<file path="config.mk">
export PLATFORM = sky130hd
export DESIGN_NAME = indexed_deque_top
export DESIGN_NICKNAME = d
export VERILOG_FILES = /design/src/hw/rtl/idq_pkg.sv /design/src/hw/rtl/idq_ram.sv /design/src/hw/rtl/indexed_deque_top.sv
export SDC_FILE = /design/constraint.sdc
export NUM_CORES = 1
export LEC_CHECK = 0
export ABC_AREA = 0
export ABC_CLOCK_PERIOD_IN_PS = 10200
export BUFFER_PORTS_ARGS = -buffer_cell sky130_fd_sc_hd__buf_4
export CORE_MARGIN = 1
export CORE_UTILIZATION = 50
export CTS_BUF_LIST = sky130_fd_sc_hd__clkbuf_4 sky130_fd_sc_hd__clkbuf_8
export CTS_CLUSTER_DIAMETER = 60
export CTS_CLUSTER_SIZE = 30
export DETAILED_ROUTE_END_ITERATION = 12
export MAX_ROUTING_LAYER = met4
export PLACE_DENSITY = 0.74
export SLEW_MARGIN = 15
export SYNTH_ARGS = -nofsm -noshare
export SYNTH_HDL_FRONTEND = slang
export SYNTH_SLANG_ARGS = --single-unit
</file>
<file path="constraint.sdc">
create_clock -name clock -period 10.2 [get_ports clock]
set_clock_uncertainty 0.1 [all_clocks]
set_input_delay 2.04 -clock clock [delete_from_list [all_inputs] [get_ports clock]]
set_output_delay 2.04 -clock clock [all_outputs]
set_load 0.02 [all_outputs]
</file>
<file path="src/hw/rtl/idq_pkg.sv">
// Package for the indexed deque: request and response types, operation and status codes.
`default_nettype none

package idq_pkg;

   // Default sizing handed to the top level
   localparam int DEPTH_DEFAULT      = 16;
   localparam int ITEM_WIDTH_DEFAULT = 32;

   // Operation codes
   localparam logic [2:0] OP_INSERT_FRONT = 3'd0;
   localparam logic [2:0] OP_INSERT_BACK  = 3'd1;
   localparam logic [2:0] OP_REMOVE_FRONT = 3'd2;
   localparam logic [2:0] OP_REMOVE_BACK  = 3'd3;
   localparam logic [2:0] OP_READ_AT      = 3'd4;
   localparam logic [2:0] OP_REMOVE_AT    = 3'd5;

   // Status codes
   localparam logic [1:0] STATUS_DONE  = 2'd0;
   localparam logic [1:0] STATUS_EMPTY = 2'd1;
   localparam logic [1:0] STATUS_FULL  = 2'd2;

   typedef struct packed {
      logic [2:0]  operation;
      logic [31:0] item;
      logic [3:0]  position;
   } req_type;

   typedef struct packed {
      logic [31:0] item_out;
      logic [3:0]  slot;
      logic [1:0]  status;
      logic [4:0]  count;
   } rsp_type;

endpackage

`default_nettype wire

</file>
<file path="src/hw/rtl/idq_ram.sv">
// Entry store of the indexed deque: one write port, one registered read port.
`default_nettype none

module idq_ram #(
   parameter  int DEPTH = 16,
   parameter  int WIDTH = 32,
   localparam int AW    = (DEPTH > 1) ? $clog2(DEPTH) : 1
) (
   input  wire logic             clock,
   input  wire logic             wr_en,
   input  wire logic [AW-1:0]    wr_addr,
   input  wire logic [WIDTH-1:0] wr_data,
   input  wire logic             rd_en,
   input  wire logic [AW-1:0]    rd_addr,
   output logic      [WIDTH-1:0] rd_data
);

   logic [WIDTH-1:0] mem [DEPTH];

   // Write port
   always_ff @(posedge clock) begin
      if (wr_en) begin
         mem[wr_addr] <= wr_data;
      end
   end

   // Read port, registered: data in the cycle after the address is taken
   always_ff @(posedge clock) begin
      if (rd_en) begin
         rd_data <= mem[rd_addr];
      end
   end

endmodule

`default_nettype wire

</file>
<file path="src/hw/rtl/indexed_deque_top.sv">
// Top level of the indexed deque: request decode, circular indexing and the shift sequencer.
`default_nettype none

// Bounded double-ended queue of handles in a circular store of DEPTH entries. A request
// is taken when start is high and busy is low; its result shows on rsp_data for one
// cycle with rsp_strobe, and the receiver cannot stall it. Inserts and refused requests
// answer in the cycle after acceptance and a new request may follow at once. Removes
// and reads go through the store's registered read port and the READ state, so the result
// strobes after that state and busy is high while in it. A remove at a position then
// closes the gap one entry per cycle via the store's write and read ports; busy stays high
// in SHIFT until all (count - 1 - position) later entries, up to DEPTH - 1, have moved.

module indexed_deque_top
   import idq_pkg::*;
#(
   parameter int DEPTH      = DEPTH_DEFAULT,
   parameter int ITEM_WIDTH = ITEM_WIDTH_DEFAULT
) (
   input  wire logic    clock,
   input  wire logic    reset,
   input  wire logic    start,
   output logic         busy,
   input  wire req_type req_data,
   output logic         rsp_strobe,
   output rsp_type      rsp_data
);

   localparam int AW = (DEPTH > 1) ? $clog2(DEPTH) : 1;
   localparam int CW = $clog2(DEPTH + 1);
   localparam int SW = CW + 1;
   localparam int PW = (CW > 4) ? CW : 4;

   typedef enum logic [2:0] {
      ST_IDLE  = 3'b001,
      ST_READ  = 3'b010,
      ST_SHIFT = 3'b100
   } state_type;

   state_type       state_ff, state_in;
   logic [AW-1:0]   head_ff, head_in;
   logic [CW-1:0]   count_ff, count_in;
   logic [CW-1:0]   rem_ff, rem_in;
   logic [AW-1:0]   wr_ptr_ff, wr_ptr_in;
   logic [AW-1:0]   rd_ptr_ff, rd_ptr_in;
   rsp_type         rsp_ff, rsp_in;
   logic            strobe_ff, strobe_in;

   logic                  wr_en;
   logic [AW-1:0]         wr_addr;
   logic [ITEM_WIDTH-1:0] wr_data;
   logic                  rd_en;
   logic [AW-1:0]         rd_addr;
   logic [ITEM_WIDTH-1:0] rd_data;

   logic                  accept;
   logic                  is_full;
   logic                  is_empty;
   logic                  pos_bad;
   logic [CW-1:0]         ipos;
   logic [AW-1:0]         pos_phys;

   // Circular index helpers
   function automatic logic [AW-1:0] inc_ptr(input logic [AW-1:0] p);
      return (p == AW'(DEPTH - 1)) ? '0 : p + AW'(1);
   endfunction

   function automatic logic [AW-1:0] dec_ptr(input logic [AW-1:0] p);
      return (p == '0) ? AW'(DEPTH - 1) : p - AW'(1);
   endfunction

   function automatic logic [AW-1:0] phys(input logic [AW-1:0] base,
                                          input logic [CW-1:0] off);
      logic [SW-1:0] s;
      s = SW'(base) + SW'(off);
      if (s >= SW'(DEPTH)) begin
         s = s - SW'(DEPTH);
      end
      return AW'(s);
   endfunction

   idq_ram #(
      .DEPTH (DEPTH),
      .WIDTH (ITEM_WIDTH)
   ) u_ram (
      .clock   (clock),
      .wr_en   (wr_en),
      .wr_addr (wr_addr),
      .wr_data (wr_data),
      .rd_en   (rd_en),
      .rd_addr (rd_addr),
      .rd_data (rd_data)
   );

   assign busy       = (state_ff != ST_IDLE);
   assign accept     = start && !busy;
   assign rsp_strobe = strobe_ff;
   assign rsp_data   = rsp_ff;

   // Request checks
   assign is_full  = (count_ff == CW'(DEPTH));
   assign is_empty = (count_ff == '0);
   assign pos_bad  = (PW'(req_data.position) >= PW'(count_ff));
   assign ipos     = CW'(req_data.position);
   assign pos_phys = phys(head_ff, ipos);

   // Next state, store access and response
   always_comb begin
      state_in  = state_ff;
      head_in   = head_ff;
      count_in  = count_ff;
      rem_in    = rem_ff;
      wr_ptr_in = wr_ptr_ff;
      rd_ptr_in = rd_ptr_ff;
      rsp_in    = rsp_ff;
      strobe_in = 1'b0;
      wr_en     = 1'b0;
      wr_addr   = wr_ptr_ff;
      wr_data   = rd_data;
      rd_en     = 1'b0;
      rd_addr   = rd_ptr_ff;

      case (state_ff)
         ST_IDLE: begin
            if (accept) begin
               rsp_in.item_out = '0;
               rsp_in.slot     = '0;
               rsp_in.status   = STATUS_DONE;
               rsp_in.count    = 5'(count_ff);
               rem_in          = '0;
               case (req_data.operation)
                  OP_INSERT_FRONT: begin
                     strobe_in = 1'b1;
                     if (is_full) begin
                        rsp_in.status = STATUS_FULL;
                     end else begin
                        head_in      = dec_ptr(head_ff);
                        wr_en        = 1'b1;
                        wr_addr      = dec_ptr(head_ff);
                        wr_data      = ITEM_WIDTH'(req_data.item);
                        count_in     = count_ff + CW'(1);
                        rsp_in.count = 5'(count_ff + CW'(1));
                     end
                  end
                  OP_INSERT_BACK: begin
                     strobe_in = 1'b1;
                     if (is_full) begin
                        rsp_in.status = STATUS_FULL;
                        rsp_in.slot   = 4'(count_ff - CW'(1));
                     end else begin
                        wr_en        = 1'b1;
                        wr_addr      = phys(head_ff, count_ff);
                        wr_data      = ITEM_WIDTH'(req_data.item);
                        count_in     = count_ff + CW'(1);
                        rsp_in.slot  = 4'(count_ff);
                        rsp_in.count = 5'(count_ff + CW'(1));
                     end
                  end
                  OP_REMOVE_FRONT: begin
                     if (is_empty) begin
                        strobe_in     = 1'b1;
                        rsp_in.status = STATUS_EMPTY;
                     end else begin
                        rd_en        = 1'b1;
                        rd_addr      = head_ff;
                        head_in      = inc_ptr(head_ff);
                        count_in     = count_ff - CW'(1);
                        rsp_in.count = 5'(count_ff - CW'(1));
                        state_in     = ST_READ;
                     end
                  end
                  OP_REMOVE_BACK: begin
                     if (is_empty) begin
                        strobe_in     = 1'b1;
                        rsp_in.status = STATUS_EMPTY;
                     end else begin
                        rd_en        = 1'b1;
                        rd_addr      = phys(head_ff, count_ff - CW'(1));
                        count_in     = count_ff - CW'(1);
                        rsp_in.slot  = 4'(count_ff - CW'(1));
                        rsp_in.count = 5'(count_ff - CW'(1));
                        state_in     = ST_READ;
                     end
                  end
                  OP_READ_AT: begin
                     rsp_in.slot = req_data.position;
                     if (pos_bad) begin
                        strobe_in     = 1'b1;
                        rsp_in.status = STATUS_EMPTY;
                     end else begin
                        rd_en    = 1'b1;
                        rd_addr  = pos_phys;
                        state_in = ST_READ;
                     end
                  end
                  OP_REMOVE_AT: begin
                     rsp_in.slot = req_data.position;
                     if (pos_bad) begin
                        strobe_in     = 1'b1;
                        rsp_in.status = STATUS_EMPTY;
                     end else begin
                        rd_en        = 1'b1;
                        rd_addr      = pos_phys;
                        count_in     = count_ff - CW'(1);
                        rsp_in.count = 5'(count_ff - CW'(1));
                        // entries after the removed one move down by one place
                        rem_in       = count_ff - CW'(1) - ipos;
                        wr_ptr_in    = pos_phys;
                        rd_ptr_in    = inc_ptr(pos_phys);
                        state_in     = ST_READ;
                     end
                  end
                  default: begin
                     strobe_in     = 1'b1;
                     rsp_in.status = STATUS_EMPTY;
                  end
               endcase
            end
         end
         ST_READ: begin
            // store data is back: answer, then start the close-up if one is due
            strobe_in       = 1'b1;
            rsp_in.item_out = 32'(rd_data);
            if (rem_ff != '0) begin
               rd_en    = 1'b1;
               rd_addr  = rd_ptr_ff;
               state_in = ST_SHIFT;
            end else begin
               state_in = ST_IDLE;
            end
         end
         ST_SHIFT: begin
            // write back the entry read last cycle one place lower, read the next
            wr_en     = 1'b1;
            wr_addr   = wr_ptr_ff;
            wr_data   = rd_data;
            wr_ptr_in = rd_ptr_ff;
            rem_in    = rem_ff - CW'(1);
            if (rem_ff > CW'(1)) begin
               rd_en     = 1'b1;
               rd_addr   = inc_ptr(rd_ptr_ff);
               rd_ptr_in = inc_ptr(rd_ptr_ff);
            end else begin
               state_in = ST_IDLE;
            end
         end
         default: begin
            state_in = ST_IDLE;
         end
      endcase
   end

   // Control registers
   always_ff @(posedge clock) begin
      if (reset) begin
         state_ff  <= ST_IDLE;
         head_ff   <= '0;
         count_ff  <= '0;
         strobe_ff <= 1'b0;
      end else begin
         state_ff  <= state_in;
         head_ff   <= head_in;
         count_ff  <= count_in;
         strobe_ff <= strobe_in;
      end
   end

   // Payload and sequencer registers
   always_ff @(posedge clock) begin
      rsp_ff    <= rsp_in;
      rem_ff    <= rem_in;
      wr_ptr_ff <= wr_ptr_in;
      rd_ptr_ff <= rd_ptr_in;
   end

endmodule

`default_nettype wire

</file>
==> run metrics <==
status finished, final reports clean; maxcap violations 0; Setup TNS Final 0 ns; Post-CTS Setup Inserts 0; number of global-route vias before repair 14.3k; TritonCTS buffer count 35; most area-consuming cells after synthesis edfxtp_1 70%, mux2i_1 5.7%, nand2_1 2.8%, a22oi_1 2.0%, a21oi_1 1.7%; critical path startpoint category primary input; drt drc 0; Die Y between 200 and 250 um; sequential area share after synthesis 0.712; worst path arrival time ~5.8 ns; Setup WS post-layout 4.64 ns; area of the multi-input gates 0.00695 sq mm; Seq cells post-synth a little over 600; largest net degree at the start of global routing around 140; Syn Nets roughly 1.8k; PwrDens 178 mW/mm^2; synth warn 0; Internal approximately 3600 uW; Clock Sinks approximately 610; Logic pwr share 0.153; Power, Total 4960 uW; area delta synth->final 8.84%; Post-DRT Antenna Nets 0; relative slew slack 0.331; switching share of power 0.271; most frequent cells in the layout 600 x edfxtp_1, 189 x nand2_1, 147 x mux2i_1, 116 x buf_4, 86 x a21oi_1; crit end category flop; Tcrit/Tclk final 0.545; via count around 15k; peak supply drop 0.000114 V; initial antenna violation count 1; Max clock buf depth 3; layout cell share with drive strength beyond 1 0.165; Core Footprint between 0.05 and 0.06 sq mm; commonest non-fill, non-tap cell in the layout edfxtp_1; final WL ~60000 um; Hold-fix buffers, CTS 0; worst hold path type reg2reg; detailed-route wire length per cell 24.6 um; DR iter-0 viols between 1.5k and 2k; asr flop ratio synth 0; vias per cell 6.04; Post-Syn Instances 1678; endpoints failing setup 0; Crit Path Max Fanout 42; grt peak-use layer met2; Flop pwr share 0.582; grt met1 use 0.321; Post-Syn Area between 0.02 and 0.03 sq mm; FP Rows 82; Hold Fails Final Rpt 0; All-Layer GR Usage 0.236; Syn Area/Cell 15.3 sq um; fmax approximately 180 MHz; met3 usage 0.0369; RSZ-0062 raised after global routing false; hpwl dp ~32000 um; clock slew seen by the registers of the worst setup and hold paths around 0.12 ns; clock power share 0.265; grt ovf 0; H-tree depth 2; Die X 229 um; min Tclk post-route between 5 and 6 ns; FILL cells about 3.9k; Post-synth EDFFs 600; cells resized by post-CTS repair 0; Post-Place Worst Slack 4.01 ns; IO buf count between 80 and 90; die area roughly 0.052 sq mm; NetSw about 1300 uW; Worst-Margin Slew roughly 1.0 ns; Pleak ~0.0096 uW; Reg area approximately 0.018 sq mm; first-pass GRT wire length 89300 um; Initial Util 0.509; synth unique cells between 70 and 80; Crit Path Category in2reg; met2 Use GR 0.370; CTS root buf clkbuf_8; # IOs 87; first-pass detailed-route iteration total 7; CTS tree yes; Yosys top cell by area edfxtp_1; gpl congestion 0.927; Final Slew Violations 0; NumNets Final around 1.8k; CP required between 10 and 15 ns; clk_lat worst skew ~0.67 ns; Synth Flop Type edfxtp_1; share of the synthesized area in the top cell type 0.702
## state kept, by name, indices dropped and copies added (netlist names)
name,cells
count_ff,5
rsp_data,43
rem_ff,5
head_ff,4
rd_ptr_ff,4
state_ff,3
u_ram.rd_data,32
rsp_strobe,1
wr_ptr_ff,4
u_ram.mem,512
## critical path, stage by stage
cell	delay, ns
buf_4	0.10
nand4bb_1	0.39
inv_1	0.75
nand2_2	0.09
buf_4	0.39
a221oi_1	0.32
a21oi_1	0.13
nand3b_1	0.47
nor2_4	0.56
buf_4	0.48
## area by class of cell
type                            count  share of cell area
Antenna cell                        1           0.0000896
Clock buffer                       39              0.0188
Tap cell                          672              0.0301
Clock inverter                     24              0.0125
Multi-Input combinational cell    949               0.249
Inverter                           24             0.00323
Timing Repair Buffer              117              0.0319
Sequential cell                   613               0.655
## final timing paths
check | start | end | slack, ns | cells past startpoint
setup reg to reg | count_ff[0]$_SDFFE_PP0P_ | u_ram.rd_data[9]$_DFFE_PP_ | 5.09 | 15
hold / removal | u_ram.rd_data[29]$_DFFE_PP_ | rsp_data[40]$_DFFE_PP_ | 0.46 | 1
hold reg to reg | u_ram.rd_data[29]$_DFFE_PP_ | rsp_data[40]$_DFFE_PP_ | 0.46 | 1
setup / recovery | start | u_ram.mem[5][26]$_DFFE_PP_ | 4.64 | 10
## stage by stage
step                      instance area (sq um)  hold WS, ns  cells  utilization
after global placement                    27000        0.428   2375        0.537
after floorplan                           25700        0.418   1678            -
after detailed placement                  27000        0.432   2375        0.537
final                                     27900        0.461   2439        0.554
after global routing                      27900        0.480   2439        0.554
after CTS                                 27900        0.465   2438        0.554
## cells in the mapped netlist (6+ instances only)
| cell | instances |
|---|---|
| a22oi_1 | 69 |
| buf_6 | 6 |
| a22o_1 | 31 |
| buf_2 | 35 |
| nand2_1 | 191 |
| inv_1 | 24 |
| edfxtp_1 | 600 |
| mux2_2 | 36 |
| a211oi_1 | 8 |
| nor2_1 | 58 |
| nor3_1 | 40 |
| a221oi_1 | 32 |
| clkbuf_1 | 34 |
| xor2_1 | 6 |
| a21o_1 | 7 |
| nand3_1 | 14 |
| nand2b_1 | 6 |
| a211oi_2 | 30 |
| mux2i_1 | 147 |
| buf_4 | 13 |
| xnor2_1 | 16 |
| o21ai_0 | 27 |
| a21oi_1 | 86 |
| and2_1 | 35 |
| ha_1 | 28 |
| dfxtp_1 | 13 |
## power by group through the flow
stage / Combinational, uW / Sequential [uW] / Clock [uW]
after floorplan: 528 / 2950 / 0
after global placement: 736 / 2940 / 0
after detailed placement: 757 / 2940 / 0
after CTS: 760 / 2890 / 1340
after global routing: 819 / 2890 / 1410
final: 760 / 2890 / 1320
## logic make-up (layout without fill, tap and decap cells)
| family | Yosys count | after routing | synth area share |
|---|---|---|---|
| and+or+nand+nor | 378 | 378 | 0.0691 |
| AOI/OAI and AO/OA | 332 | 332 | 0.0976 |
| muxes | 184 | 184 | 0.0737 |
| buffers and inverters | 116 | 204 | 0.0223 |
| DFF | 613 | 613 | 0.712 |
| adders and majority gates | 32 | 32 | 0.0168 |
| other | 0 | 1 | 0 |
| xor gates and xnor gates | 23 | 23 | 0.00814 |
## metal layers
metal  up-vias  wire [um]
li1       6575          -
met1      7477      25300
met2       588      29000
met3        97       4210
met4         0       1360
met5         -          0
No activity file was read; power rests on OpenSTA's default activity.
